[src/rtl/core/qad_pkg.sv]
// Shared types, widths and constants for the quaternion angle distance block.
// No dependencies.
`default_nettype none
package qad_pkg;

  localparam int COMP_BITS = 16;
  localparam int RED_SHIFT = (COMP_BITS > 16) ? COMP_BITS - 16 : 0;
  localparam int CW = 16;            // component after scaling
  localparam int PRW = 2 * CW;       // one product
  localparam int PW = PRW + 2;       // sum of four products
  localparam int MW = PW - 3;        // |sum| >> 2
  localparam int SW = 2 * MW;        // square, sum of three squares
  localparam int SQRT_STEPS = SW / 2;
  localparam int XW = MW + 5;        // cordic x/y with growth
  localparam int ZW = 20;            // cordic angle, radians * 2^16
  localparam int CORDIC_STEPS = 17;
  localparam int AW = 21;

  localparam logic signed [AW-1:0] ANG_PI = AW'(205887);
  localparam logic signed [AW-1:0] ANG_HALF_PI = AW'(102944);
  localparam logic signed [AW-1:0] ANG_TWO_PI = AW'(411774);
  localparam logic signed [AW-1:0] ANGLE_MAX = AW'(38604);

  typedef struct packed {
    logic signed [COMP_BITS-1:0] ref_qw;
    logic signed [COMP_BITS-1:0] ref_qx;
    logic signed [COMP_BITS-1:0] ref_qy;
    logic signed [COMP_BITS-1:0] ref_qz;
    logic signed [COMP_BITS-1:0] est_qw;
    logic signed [COMP_BITS-1:0] est_qx;
    logic signed [COMP_BITS-1:0] est_qy;
    logic signed [COMP_BITS-1:0] est_qz;
  } in_t;

  typedef struct packed {
    logic [15:0] angle;
    logic        degenerate;
  } out_t;

  // flags carried along the chain
  typedef struct packed {
    logic degen;
    logic wneg;
    logic xzero;
    logic allzero;
  } side_t;

  function automatic logic signed [CW-1:0] load_comp(input logic signed [COMP_BITS-1:0] v);
    logic signed [COMP_BITS:0] ext;
    logic [COMP_BITS:0] mag;
    logic [COMP_BITS:0] shr;
    logic [COMP_BITS:0] res;
    ext = {v[COMP_BITS-1], v};
    mag = ext[COMP_BITS] ? (COMP_BITS+1)'(-ext) : (COMP_BITS+1)'(ext);
    shr = mag >> RED_SHIFT;
    res = ext[COMP_BITS] ? (COMP_BITS+1)'(-shr) : shr;
    return CW'(signed'(res));
  endfunction

  function automatic logic signed [ZW-1:0] atan_val(input int i);
    case (i)
      0: return ZW'(51472);
      1: return ZW'(30386);
      2: return ZW'(16055);
      3: return ZW'(8150);
      4: return ZW'(4091);
      5: return ZW'(2047);
      6: return ZW'(1024);
      7: return ZW'(512);
      8: return ZW'(256);
      9: return ZW'(128);
      10: return ZW'(64);
      11: return ZW'(32);
      12: return ZW'(16);
      13: return ZW'(8);
      14: return ZW'(4);
      15: return ZW'(2);
      16: return ZW'(1);
      default: return '0;
    endcase
  endfunction

endpackage
`default_nettype wire

[src/rtl/core/qad_sqrt_cell.sv]
// One digit cell of the integer square root chain.
// Depends on qad_pkg.
`default_nettype none
module qad_sqrt_cell #(
  parameter int STEP = 0
) (
  input  wire logic               clk,
  input  wire logic               rst_n,
  input  wire logic               adv,
  input  wire logic               in_v,
  input  wire logic [qad_pkg::SW-1:0] in_n,
  input  wire logic [qad_pkg::SW-1:0] in_r,
  input  wire logic [qad_pkg::MW-1:0] in_x,
  input  wire qad_pkg::side_t     in_side,
  output logic                    out_v,
  output logic [qad_pkg::SW-1:0]  out_n,
  output logic [qad_pkg::SW-1:0]  out_r,
  output logic [qad_pkg::MW-1:0]  out_x,
  output qad_pkg::side_t          out_side
);
  import qad_pkg::*;

  localparam int K = SQRT_STEPS - 1 - STEP;
  localparam logic [SW:0] BIT = (SW+1)'(1) << (2 * K);

  logic v_r;
  logic [SW-1:0] n_r, r_r, n_nxt, r_nxt;
  logic [MW-1:0] x_r;
  side_t side_r;
  logic [SW:0] trial;

  assign trial = {1'b0, in_r} + BIT;

  always_comb begin
    if ({1'b0, in_n} >= trial) begin
      n_nxt = SW'({1'b0, in_n} - trial);
      r_nxt = SW'((in_r >> 1) + SW'(BIT));
    end else begin
      n_nxt = in_n;
      r_nxt = in_r >> 1;
    end
  end

  always_ff @(posedge clk) begin
    if (!rst_n) begin
      v_r <= 1'b0;
    end else if (adv) begin
      v_r <= in_v;
    end
  end

  always_ff @(posedge clk) begin
    if (adv) begin
      n_r <= n_nxt;
      r_r <= r_nxt;
      x_r <= in_x;
      side_r <= in_side;
    end
  end

  assign out_v = v_r;
  assign out_n = n_r;
  assign out_r = r_r;
  assign out_x = x_r;
  assign out_side = side_r;

endmodule
`default_nettype wire

[config.mk]
export PLATFORM = sky130hd
export DESIGN_NAME = qad_sqrt_cell
export DESIGN_NICKNAME = d
export VERILOG_FILES = /design/src/rtl/core/qad_pkg.sv /design/src/rtl/core/qad_sqrt_cell.sv
export SDC_FILE = /design/constraint.sdc
export NUM_CORES = 1
export LEC_CHECK = 0
export BUFFER_PORTS_ARGS = -buffer_cell sky130_fd_sc_hd__buf_2
export CAP_MARGIN = 0
export CELL_PAD_IN_SITES_DETAIL_PLACEMENT = 0
export CELL_PAD_IN_SITES_GLOBAL_PLACEMENT = 1
export CORE_MARGIN = 8
export CORE_UTILIZATION = 42
export CTS_BUF_LIST = sky130_fd_sc_hd__clkbuf_4
export CTS_CLUSTER_DIAMETER = 80
export CTS_CLUSTER_SIZE = 14
export DETAILED_ROUTE_END_ITERATION = 10
export HOLD_SLACK_MARGIN = 0.08
export PLACE_DENSITY_LB_ADDON = 0.1
export SLEW_MARGIN = 5
export SYNTH_ARGS = -nofsm -noshare
export SYNTH_HDL_FRONTEND = slang
export SYNTH_SLANG_ARGS = --single-unit
[constraint.sdc]
create_clock -name clk -period 8.51 [get_ports clk]
set_clock_uncertainty 0.1 [all_clocks]
set_input_delay 1.702 -clock clk [delete_from_list [all_inputs] [get_ports clk]]
set_output_delay 1.702 -clock clk [all_outputs]
set_load 0.05 [all_outputs]
---- Yosys cells after proc, flatten, opt, wreduce, memory -nomap -nowiden ----
Index checks and enable logic that the tools add are counted.
operators by class
  magnitude comparators ................... 1
  add/subtract/negate cells ............... 3
  mux-type cells .......................... 2
operators by type and width
  kind                                                               number
  62-bit by 61-bit adder with 63-bit output (second input constant)  1
  62-bit by 63-bit greater-or-equal comparator with 1-bit output     1
  61-bit by 61-bit adder with 62-bit output (second input constant)  1
  62-bit two-way mux                                                 1
  62-bit subtractor                                                  1
  61-bit two-way mux                                                 1
word-level totals
  bits in registers ....................... 160

---- Longest topological paths before layout ----
  depth after elaboration ................. 3
  depth in mapped cells ................... 16

---- Worst setup path before layout ----
No wires, ideal clock.
  path type ............................... input-to-reg
  start ................................... in in_n[0] in the netlist's numbering
  end ..................................... reg n_r[52] (netlist: out_n[52]) (data pin)
  slack ................................... 3.958 ns
  data required time ...................... 8.280 ns
  setup time .............................. 0.130 ns
  stages on the path ...................... 14
  arrival time ............................ 4.322 ns
  cells stage by stage .................... inv_1 > ha_1 > inv_1 > fa_1 > a21o_1 > a22o_1 > o2111ai_1 > nand4_1 > a311oi_2 > nor2_2 > a21o_1 > mux2i_1 > a2111oi_0 > a21o_1
between the ends
  cells in the longest elaborated chain, start to end .. 2
  elaborated cells between the ends (all ways) .. 3
  classes of those cells .................. 1 x add/sub; 1 x order compare; 1 x mux
ends and longest elaborated chain
  item                                                                                                 line                                      source
  start, declared                                                                                      qad_sqrt_cell.sv:11                       input wire logic [qad_pkg::SW-1:0] in_n,
  62-bit subtractor or 62-bit by 63-bit greater-or-equal comparator with 1-bit output (tied branches)  qad_sqrt_cell.sv:36, qad_sqrt_cell.sv:35
  62-bit two-way mux *                                                                                 qad_sqrt_cell.sv:35                       if ({1'b0, in_n} >= trial) begin
  named net n_nxt[52]                                                                                  qad_sqrt_cell.sv:27                       logic [SW-1:0] n_r, r_r, n_nxt, r_nxt;
  end signal, assigned                                                                                 qad_sqrt_cell.sv:54                       n_r <= n_nxt;
  end, declared                                                                                        qad_sqrt_cell.sv:27
The timed path passes the listed nets; every way through them passes the cells marked *.
A chain may end at the register's enable or synchronous reset.

---- Final worst setup path ----
  start ................................... in in_r[2] in the netlist's numbering
  end ..................................... reg n_r[37] (netlist: out_n[37]) (data pin)
between the ends
  cells in the longest elaborated chain, start to end .. 3
  elaborated cells between the ends (all ways) .. 4
  classes of those cells .................. 2 x add/sub; 1 x order compare; 1 x mux
ends and longest elaborated chain
  item                                                                                                 line                                      source
  start, declared                                                                                      qad_sqrt_cell.sv:12                       input wire logic [qad_pkg::SW-1:0] in_r,
  62-bit by 61-bit adder with 63-bit output *                                                          qad_sqrt_cell.sv:32                       assign trial = {1'b0, in_r} + BIT;
  62-bit subtractor or 62-bit by 63-bit greater-or-equal comparator with 1-bit output (tied branches)  qad_sqrt_cell.sv:36, qad_sqrt_cell.sv:35
  62-bit two-way mux *                                                                                 qad_sqrt_cell.sv:35
  named net n_nxt[37]                                                                                  qad_sqrt_cell.sv:27
Marks and branches as above.

==> impl_metrics.json <==
{
  "outcome": "finished, final reports clean",
  "worstSetupPathDepth": 13,
  "detail-route-antenna-nets": 0,
  "synth_edf_count": 159,
  "routed_via_density": 5.162,
  "multiInputGateArea_sq_um": 4130,
  "dp_cells": 1470,
  "min_path_type": "flop to flop",
  "post-route-drc-count": 0,
  "synth_warnings": 0,
  "seq_area_sq_um": 4795,
  "worstPathRequired_ns": 8.77,
  "num_rows": 54,
  "tightest_slew_ns": 0.9774,
  "layout_common_cells": "buf_2, edfxtp_1, nand2_1, o21ai_0, inv_1",
  "power.density_nw_per_um2": 198.3,
  "num_io_pins": 323,
  "wl_per_cell_um": 18.76,
  "grt_use_total_pct": 19.96,
  "worstSetupStartpoint": "in_r[2]",
  "final_nets": 1437,
  "cp_cell_sequence": "buf_2 > inv_1 > ha_1 > nor2_1 > a211oi_1 > o21ai_1 > o21ai_2 > o211a_1 > nor2_1 > o31ai_2 > a31oi_4 > buf_4 > mux2_1",
  "dieArea_sq_um": 27230,
  "vias": 7759,
  "die_y_um": 165.0,
  "power_leakage_uw": 0.005235,
  "grt_pass1_vias": 7693,
  "fin_crit_sh_pct": 57.98,
  "final_common_cell": "buf_2",
  "nFillCells": 2113,
  "design.core.area_sq_um": 21820,
  "antenna_found_initial": 2,
  "setup_viol": 0,
  "async_flop_share_pct": 0,
  "wl_um": 28190,
  "io_buffers": 322,
  "grt_max_degree": 82,
  "relSlewSlack_pct": 34.84,
  "gp_congestion": 0.8391,
  "vdd_drop_max_uv": 93.46,
  "yosysSeqAreaShare_pct": 51.41,
  "cts_num_sinks": 160,
  "netlist_area_sq_um": 9326,
  "finalHoldViolCount": 0,
  "clockBufferDepth": 2,
  "rsz0062_at_grt": "no",
  "htree_levels": 4,
  "final_cells": 1503,
  "reg2reg_depth": 2,
  "grt_remaining_overflow": 0,
  "ys_types": 65,
  "avgSynthCellArea_sq_um": 10.46,
  "maxSlewViolCount": 0,
  "cts_tree": "yes",
  "grt_pass1_wl_um": 41890,
  "cts-root-buf": "clkbuf_4",
  "worstSetupPathType": "input pin to flop",
  "hpwl_um": 22690,
  "worst_path_max_delay_cell": "o31ai_2",
  "cts_resized": 0,
  "cp-start-kind": "input pin",
  "syn_inst": 892,
  "crit_buf_inv": 3,
  "fin_crit_ns": 4.934,
  "r2r_end": "out_v",
  "critical_path.top_delay_family": "compound AO/OA/AOI/OAI gates",
  "crit_fanout": 62,
  "cap_violations": 0,
  "max_stage_delay_ns": 0.53,
  "synth_seq_cells": 160,
  "crit_top_cell": "nor2_1",
  "clkTransAtPathRegs_ns": 0.17,
  "fmax_mhz": 202.7,
  "start_util_pct": 42.74,
  "crit_end": "out_n[37]",
  "finalSetupTns_ns": 0,
  "numCtsBuffers": 17,
  "cp.arrival_ns": 5.19,
  "holdWs_ns": 0.4332,
  "ys.flop_type": "edfxtp_1",
  "drive_above_1_share_pct": 30.52,
  "synth_nets": 1120,
  "clkLatencyLatePin_ns": 0.57,
  "post_cts_buffers": 0,
  "end_kind": "flop",
  "dr.pass1.iters": 5,
  "area_growth_syn_to_layout_pct": 23.49,
  "finalPower_uw": 2283,
  "reg2reg_from": "out_v",
  "dieWidth_um": 165.0,
  "drtIter0Drc": 447,
  "r2r_slack_ns": 7.81,
  "cts_hold_buf": 0
}
## per-layer routing
| metal | global-route usage, % | vias to the layer above | wire length [um] |
|---|---|---|---|
| met2 | 32.62 | 261 | 13100 |
| met4 | 3.522 | 2 | 190 |
| met1 | 26.09 | 3577 | 12490 |
| li1 | - | 3900 | - |
| met3 | 5.783 | 19 | 2400 |
| met5 | 0 | - | 13 |
## synthesized netlist by cell type, types with 11 or more instances
master	instances	area [sq um]
nand4_1	16	100.1
o21ai_0	83	415.4
a21oi_1	75	375.4
nor2_1	40	150.1
clkbuf_1	18	67.56
o21bai_1	14	105.1
a21o_1	29	217.7
ha_1	64	800.8
edfxtp_1	159	4775
xnor2_1	30	262.8
inv_1	76	285.3
xor2_1	27	236.5
nand2_1	117	439.2
nor3_1	15	75.07
nand3_1	11	55.05
## metrics by stage
step / cell area (sq um) / worst slack (ns) / util (%)
global placement: 11200 / 2.985 / 51.32
floorplan: 9326 / 3.958 / -
CTS: 11510 / 3.589 / 52.76
finish: 11520 / 3.576 / 52.77
global route: 11520 / 3.305 / 52.77
detailed placement: 11200 / 2.934 / 51.32
## worst register-to-register path, stage by stage (launching register included)
cell	delay [ns]
dfxtp_1	0.34
mux2i_1	0.12
nor2b_1	0.06
## where the power goes
group          switching, uW  internal, uW  leakage, uW
Combinational            585           222      0.00351
Clock                    351           141     0.000165
Sequential              18.8           966      0.00156
Total                    955          1330      0.00524
## final cells by class
type | count | area share (%)
Antenna cell | 1 | 0.02173
Multi-Input combinational cell | 629 | 35.86
Tap cell | 280 | 3.042
Inverter | 76 | 2.477
Clock buffer | 17 | 1.108
Timing Repair Buffer | 325 | 14.24
Sequential cell | 160 | 41.63
Clock inverter | 15 | 1.619
## state kept, by name (all words and copies together), names as in the netlist
name / cells
out_x: 31
out_v: 1
out_n: 62
out_r: 62
out_side: 4
## cell families after synthesis
logic type / synth area share, %
AND/OR/NAND/NOR: 11.74
AO/OA/AOI/OAI: 17.24
XOR/XNOR: 5.353
flip-flops: 51.41
adder cells (fa/ha/maj): 8.801
multiplexers: 1.060
buffers and inverters: 4.400
## worst min path at each step
stage,from,to,slack [ns],cells after the start
after floorplan,out_v,out_v,0.64,2
after global placement,out_v,out_v,0.39,2
after detailed placement,out_v,out_v,0.41,2
after CTS,out_v,out_v,0.44,2
after global routing,out_v,out_v,0.47,2
final,out_v,out_v,0.43,2
Note: power is estimated with default switching activity, not from simulation.
