==> config.mk <==
export PLATFORM = sky130hd
export DESIGN_NAME = qad_cordic_cell
export DESIGN_NICKNAME = d
export VERILOG_FILES = /design/src/rtl/core/qad_pkg.sv /design/src/rtl/core/qad_cordic_cell.sv
export SDC_FILE = /design/constraint.sdc
export NUM_CORES = 1
export LEC_CHECK = 0
export BUFFER_PORTS_ARGS = -buffer_cell sky130_fd_sc_hd__clkbuf_2
export CAP_MARGIN = 20
export CORE_MARGIN = 2
export CORE_UTILIZATION = 47
export CTS_BUF_LIST = sky130_fd_sc_hd__clkbuf_16
export CTS_CLUSTER_DIAMETER = 100
export DETAILED_ROUTE_END_ITERATION = 8
export GPL_TIMING_DRIVEN = 0
export HOLD_SLACK_MARGIN = 0.15
export MAX_ROUTING_LAYER = met4
export PLACE_DENSITY = 0.69
export SYNTH_ARGS = -nofsm -noshare
export SYNTH_HDL_FRONTEND = slang
export SYNTH_SLANG_ARGS = --single-unit
==> constraint.sdc <==
create_clock -name clk -period 3.45 [get_ports clk]
set_input_delay 0.1725 -clock clk [delete_from_list [all_inputs] [get_ports clk]]
set_output_delay 0.1725 -clock clk [all_outputs]
set_load 0.01 [all_outputs]
==> src/rtl/core/qad_pkg.sv <==
// Shared types, widths and constants for the quaternion angle distance block.
// No dependencies.
`default_nettype none
package qad_pkg;

  localparam int COMP_BITS = 16;
  localparam int RED_SHIFT = (COMP_BITS > 16) ? COMP_BITS - 16 : 0;
  localparam int CW = 16;            // component after scaling
  localparam int PRW = 2 * CW;       // one product
  localparam int PW = PRW + 2;       // sum of four products
  localparam int MW = PW - 3;        // |sum| >> 2
  localparam int SW = 2 * MW;        // square, sum of three squares
  localparam int SQRT_STEPS = SW / 2;
  localparam int XW = MW + 5;        // cordic x/y with growth
  localparam int ZW = 20;            // cordic angle, radians * 2^16
  localparam int CORDIC_STEPS = 17;
  localparam int AW = 21;

  localparam logic signed [AW-1:0] ANG_PI = AW'(205887);
  localparam logic signed [AW-1:0] ANG_HALF_PI = AW'(102944);
  localparam logic signed [AW-1:0] ANG_TWO_PI = AW'(411774);
  localparam logic signed [AW-1:0] ANGLE_MAX = AW'(38604);

  typedef struct packed {
    logic signed [COMP_BITS-1:0] ref_qw;
    logic signed [COMP_BITS-1:0] ref_qx;
    logic signed [COMP_BITS-1:0] ref_qy;
    logic signed [COMP_BITS-1:0] ref_qz;
    logic signed [COMP_BITS-1:0] est_qw;
    logic signed [COMP_BITS-1:0] est_qx;
    logic signed [COMP_BITS-1:0] est_qy;
    logic signed [COMP_BITS-1:0] est_qz;
  } in_t;

  typedef struct packed {
    logic [15:0] angle;
    logic        degenerate;
  } out_t;

  // flags carried along the chain
  typedef struct packed {
    logic degen;
    logic wneg;
    logic xzero;
    logic allzero;
  } side_t;

  function automatic logic signed [CW-1:0] load_comp(input logic signed [COMP_BITS-1:0] v);
    logic signed [COMP_BITS:0] ext;
    logic [COMP_BITS:0] mag;
    logic [COMP_BITS:0] shr;
    logic [COMP_BITS:0] res;
    ext = {v[COMP_BITS-1], v};
    mag = ext[COMP_BITS] ? (COMP_BITS+1)'(-ext) : (COMP_BITS+1)'(ext);
    shr = mag >> RED_SHIFT;
    res = ext[COMP_BITS] ? (COMP_BITS+1)'(-shr) : shr;
    return CW'(signed'(res));
  endfunction

  function automatic logic signed [ZW-1:0] atan_val(input int i);
    case (i)
      0: return ZW'(51472);
      1: return ZW'(30386);
      2: return ZW'(16055);
      3: return ZW'(8150);
      4: return ZW'(4091);
      5: return ZW'(2047);
      6: return ZW'(1024);
      7: return ZW'(512);
      8: return ZW'(256);
      9: return ZW'(128);
      10: return ZW'(64);
      11: return ZW'(32);
      12: return ZW'(16);
      13: return ZW'(8);
      14: return ZW'(4);
      15: return ZW'(2);
      16: return ZW'(1);
      default: return '0;
    endcase
  endfunction

endpackage
`default_nettype wire

==> src/rtl/core/qad_cordic_cell.sv <==
// One vectoring rotation cell of the atan2 chain.
// Depends on qad_pkg.
`default_nettype none
module qad_cordic_cell #(
  parameter int STEP = 0
) (
  input  wire logic                      clk,
  input  wire logic                      rst_n,
  input  wire logic                      adv,
  input  wire logic                      in_v,
  input  wire logic signed [qad_pkg::XW-1:0] in_x,
  input  wire logic signed [qad_pkg::XW-1:0] in_y,
  input  wire logic signed [qad_pkg::ZW-1:0] in_z,
  input  wire qad_pkg::side_t            in_side,
  output logic                           out_v,
  output logic signed [qad_pkg::XW-1:0]  out_x,
  output logic signed [qad_pkg::XW-1:0]  out_y,
  output logic signed [qad_pkg::ZW-1:0]  out_z,
  output qad_pkg::side_t                 out_side
);
  import qad_pkg::*;

  localparam logic signed [ZW-1:0] ATAN = atan_val(STEP);

  logic v_r;
  logic signed [XW-1:0] x_r, y_r, x_nxt, y_nxt, dx, dy;
  logic signed [ZW-1:0] z_r, z_nxt;
  side_t side_r;

  assign dx = in_y >>> STEP;
  assign dy = in_x >>> STEP;

  always_comb begin
    x_nxt = in_x;
    y_nxt = in_y;
    z_nxt = in_z;
    if (in_y > 0) begin
      x_nxt = in_x + dx;
      y_nxt = in_y - dy;
      z_nxt = in_z + ATAN;
    end else if (in_y < 0) begin
      x_nxt = in_x - dx;
      y_nxt = in_y + dy;
      z_nxt = in_z - ATAN;
    end
  end

  always_ff @(posedge clk) begin
    if (!rst_n) begin
      v_r <= 1'b0;
    end else if (adv) begin
      v_r <= in_v;
    end
  end

  always_ff @(posedge clk) begin
    if (adv) begin
      x_r <= x_nxt;
      y_r <= y_nxt;
      z_r <= z_nxt;
      side_r <= in_side;
    end
  end

  assign out_v = v_r;
  assign out_x = x_r;
  assign out_y = y_r;
  assign out_z = z_r;
  assign out_side = side_r;

endmodule
`default_nettype wire

**Word level (Yosys, flattened, before mapping)**

Cells that the tools add are included.

- Register bits after elaboration: 97

- Add/sub/neg operators: 5
- Magnitude comparators: 2
- Mux-type cells: 6

Operator list:

| kind | count |
|---|---|
| $mux W36 | 4 |
| $sub A36 B36 Y36 | 2 |
| $mux W20 | 2 |
| $add A36 B36 Y36 | 1 |
| $gt A36 B1 Y1 const B | 1 |
| $lt A36 B1 Y1 const B | 1 |
| $add A20 B17 Y20 const B | 1 |
| $sub A20 B17 Y20 const B | 1 |

**Logic depth before layout (Yosys ltp)**

- Word-level depth: 3
- Gate-level depth with buffers: 13
- Depth with buffers taken out: 11

**Least setup slack after synthesis**

OpenSTA, ideal clock, no wires.

- Kind: input to register
- Start: in in_x[10] (netlist bit)
- End: reg x_r[34], in the netlist out_x[34], data pin
- Slack: 0.763 ns
- Required time: 3.183 ns
- Arrival time: 2.421 ns
- Path buffers: 1
- Stages: 12
- Path through: inv_1 > ha_1 > buf_6 > nor4_4 > o211ai_1 > a31oi_2 > o2111ai_2 > o211ai_4 > a31oi_4 > a221oi_4 > mux2i_1 > o211ai_1

- Word-level cells in the longest chain between the ends: 3
- Elaborated cells on any way between the ends: 4
- Classes of those cells: 2 x add/sub; 2 x mux

RTL lines:

| item | line | text |
|---|---|---|
| start: declaration | qad_cordic_cell.sv:11 | `input wire logic signed [qad_pkg::XW-1:0] in_x,` |
| $sub A36 B36 Y36 | qad_cordic_cell.sv:42 | `x_nxt = in_x - dx;` |
| $mux W36 | qad_cordic_cell.sv:41 | `end else if (in_y < 0) begin` |
| $mux W36 * | qad_cordic_cell.sv:37 | `if (in_y > 0) begin` |
| named net x_nxt[34] | qad_cordic_cell.sv:26 | `logic signed [XW-1:0] x_r, y_r, x_nxt, y_nxt, dx, dy;` |
| end signal: assignment | qad_cordic_cell.sv:58 | `x_r <= x_nxt;` |
| end: declaration | qad_cordic_cell.sv:26 |  |

Mark *: on every way through the listed nets, which the timed path passes. The rest lies on a longest branch.
A chain may end at the register's enable or synchronous reset.

**Worst setup path after layout**

- Start: in in_y[21] (netlist bit)
- End: reg x_r[25], in the netlist out_x[25], data pin

- Word-level cells in the longest chain between the ends: 3
- Elaborated cells on any way between the ends: 6
- Classes of those cells: 2 x add/sub; 2 x order compare; 2 x mux

RTL lines:

| item | line | text |
|---|---|---|
| start: declaration | qad_cordic_cell.sv:12 | `input wire logic signed [qad_pkg::XW-1:0] in_y,` |
| $sub A36 B36 Y36 or $lt A36 B1 Y1 (tied branches) | qad_cordic_cell.sv:42, qad_cordic_cell.sv:41 |  |
| $mux W36 | qad_cordic_cell.sv:41 |  |
| $mux W36 * | qad_cordic_cell.sv:37 |  |
| named net x_nxt[25] | qad_cordic_cell.sv:26 |  |

Marks and branches as above.

==> key figures <==
STA
  • Hold_ws: between 150 and 200 ps
  • Clk_skew: 0 ps
  • Unrepaired setup endpoints after global routing: no
  • Final WS setup: ~100 ps
  • Max-slew headroom: a little under a quarter
  • Final worst path period need: between 3000 and 4000 ps
  • Period utilization: 97.1%
  • Worst slew pin tran: approximately 1200 ps
  • Final hold vios: 0
  • F_max: roughly 0.3 GHz
  • Final number of setup-violating endpoints: 0
  • Max-slew violation count: 0

Hold path
  • Worst hold path cell count: 2
  • Min-delay worst type: input port to flop
  • Hold Path Origin: in_z[16]

Worst setup path
  • Crit path arrival time: 3510 ps
  • Critical path launch point type: input port
  • Crit Path Max Fanout: 10
  • Worst r2r src: out_v
  • Origin of the worst setup path: in_y[21]
  • Worst R2R Path Depth: 3
  • Kind of critical path: input port to flop
  • Req. time, crit path: approximately 3600 ps
  • CP Capture Type: flop

Place
  • Setup WS pre-CTS: -381 ps
  • GP Congestion: roughly 1.0
  • Dpl cells: 1791
  • I/O Buffers: 193
  • Dpl hpwl: about 33000 µm

Finish
  • Final core utilization: between 50% and 60%
  • Area grow syn2layout: 16.8%
  • Final nets: about 1700
  • Non-filler cells, final: approximately 1800
  • Most common cell after layout, fill and taps aside: clkbuf_2
  • Ratio of cells with drive above 1 in the final layout: 18.4%
  • Most frequent cells in the layout: clkbuf_2, a21oi_1, ha_1
  • Fillers: about 2200

Floorplanning
  • I/O pin count: 197
  • Core area: about 0.023 mm²
  • Die X-Extent: roughly 160 µm
  • Initial core utilization: 47.8%
  • Die height: 156 µm
  • DIE AREA: 0.0242 mm²
  • Row cnt: between 50 and 60

Synthesis
  • Largest cells by area after synthesis: edfxtp_1, ha_1, a21oi_1, xnor2_1, o21ai_0
  • Cell Area, Synth: approximately 0.011 mm²
  • Cells after Synth: 1312
  • Yosys warning count: 0
  • Yosys cell types: 90
  • Synth Flop Type: edfxtp_1
  • Fraction of post-synthesis cell area in the top cell type by area: 26.7%
  • Syn_nets: roughly 1500
  • Mean Syn Cell Area: just over 8 µm²
  • Post-synthesis sequential area ratio: between 20% and 30%
  • Number of flops mapped to enable cells by yosys: between 90 and 100
  • Seq cells post-synth: 97
  • Synth area leader: edfxtp_1
  • Asr flop ratio synth: 0%

Global route
  • Initial antenna violation count: 3
  • Largest net degree at the start of global routing: 62
  • Vias in the first global route: ~11000
  • Total track usage: between 30 and 40%
  • First-pass GRT wire length: 63900 µm
  • Gr ovfl total: 0

Pwr
  • VDD IR max: ~0.00021 V
  • PwrDens: about 370 mW/mm²
  • Clk pwr share: between 20% and 30%
  • Net Sw Power: between 1.5 and 2 mW
  • Final Power: about 4.7 mW
  • Comb power frac: a little over two fifths
  • Net Sw Frac: between 40% and 50%
  • Pleak: 5.48 nW
  • Cell Int Power: about 2.8 mW
  • Sequential power share: around a third

Clock tree
  • H-tree lvl count: 3
  • CTS tree: built
  • TritonCTS buffer count: 9
  • Root Driver: clkbuf_16
  • # Post-CTS Setup Buffers: 0
  • Sink Count: 97
  • Max Root-Sink Buffers: 2
  • Latest clock arrival within the worst-skew pair: 370 ps
  • Clock-pin transition on the worst setup and hold timing paths: approximately 90 ps

Drt
  • Routed wire length: between 40000 and 50000 µm
  • DRC viols: 0
  • Routed Antenna Nets: 0
  • WL per Instance: about 23 µm
  • Via Count: about 11000
  • DRT iter0 DRCs: 1030
  • DR pass1 iterations: 7
  • Vias/cell: about 6.2

Outcome
  • Run status: completed

Run
  • MaxCap Viol Count: 0
per-stage QoR:
stage	instance area [µm²]	TNS, ps
floorplan	10800	0
CTS	12600	0
global placement	12100	-8750
global route	12600	0
finish	12600	0
detailed placement	12200	-8370
final cells by class:
type / count / area, µm² / share of cell area [%]
clock inverters: 7 / 81.3 / 0.645
clock buffers: 9 / 225 / 1.79
flip-flops and latches: 97 / 2900 / 23.0
diodes: 2 / 5.00 / 0.0397
multi-input cells: 1035 / 7170 / 56.8
plain buffers: 71 / 328 / 2.60
inverters: 109 / 409 / 3.24
repair buffers: 208 / 1140 / 9.01
well taps: 285 / 357 / 2.83
synthesized netlist by cell type (4+ instances only):
cell,count
nor3_1,35
nand2_1,96
a21oi_2,5
a21o_1,25
o21ai_0,101
o22ai_1,15
o21ba_2,5
clkbuf_1,38
a22oi_1,4
inv_2,4
edfxtp_1,96
clkinv_1,5
a21oi_1,143
xnor2_1,75
inv_1,100
o311ai_0,4
a221oi_2,4
o211ai_1,11
o21a_1,4
nor2b_1,8
o31a_1,5
a211oi_1,15
mux2i_1,19
a211o_1,5
nand4_1,17
or4_1,4
buf_2,17
or3_1,6
ha_1,107
nand2b_1,16
xor2_1,14
and2_1,4
o21bai_1,29
a31oi_1,16
o31ai_1,12
o21ai_1,13
nand3_1,17
and3_1,9
nor2_1,101
buf_1,9
a2111oi_0,4
a221oi_1,11
nor4_1,14
routing by layer:
| layer | track usage, % | part of all wire, % | up-vias |
|---|---|---|---|
| met5 | - | 0 | - |
| met4 | 9.39 | 2.4 | 0 |
| met3 | 4.75 | 8.5 | 65 |
| met2 | 55.5 | 45 | 595 |
| met1 | 49.7 | 44 | 5342 |
| li1 | - | - | 5231 |
worst max-delay path, cell delays in order:
cell and delay (ps):
clkbuf_2 180, nor4_1 620, nand4_1 250, nor2_1 220, and4_1 220, clkbuf_1 290, clkbuf_1 710, clkbuf_2 470
nor2_1 90, o22ai_1 280
power groups by stage:
stage | Combinational [mW] | Clock (mW) | Sequential, mW
3_5_place_dp | 1.95 | 0 | 1.58
6_report | 2.02 | 1.11 | 1.55
4_1_cts | 1.98 | 1.12 | 1.56
5_1_grt | 2.18 | 1.16 | 1.57
2_1_floorplan | 1.16 | 0 | 1.67
3_3_place_gp | 1.95 | 0 | 1.58
timing repair:
item                                    4_1_cts  5_1_grt
hold buffers                                 14        0
hold endpoints to repair                     13        0
endpoints found under the setup margin        1       16
gates cloned                                  0        0
resized for setup                             1        7
path summary, 6_finish.rpt:
kind / slack (ps) / end
worst max-delay path: 100 / out_x[25]
worst min-delay path: 170 / out_z[16]
worst max register to register: 2300 / out_v
worst min register to register: 1070 / out_v
flip-flops by register name, indices dropped and copies added (netlist names):
name      flops
out_side      4
out_x        36
out_y        36
out_v         1
out_z        20
cell families (layout without fill, tap and decap cells):
| kind of cell | after synthesis | in the layout | synth area share [%] |
|---|---|---|---|
| mux | 21 | 21 | 1.97 |
| compound gates | 470 | 470 | 28.7 |
| simple gates | 345 | 345 | 15.5 |
| buf+inv | 180 | 404 | 6.78 |
| xor+xnor | 89 | 89 | 7.22 |
| other cells | 0 | 2 | 0 |
| fa+ha+maj | 110 | 110 | 13.0 |
| flops | 97 | 97 | 26.9 |
(Power assumes the default switching activity.)
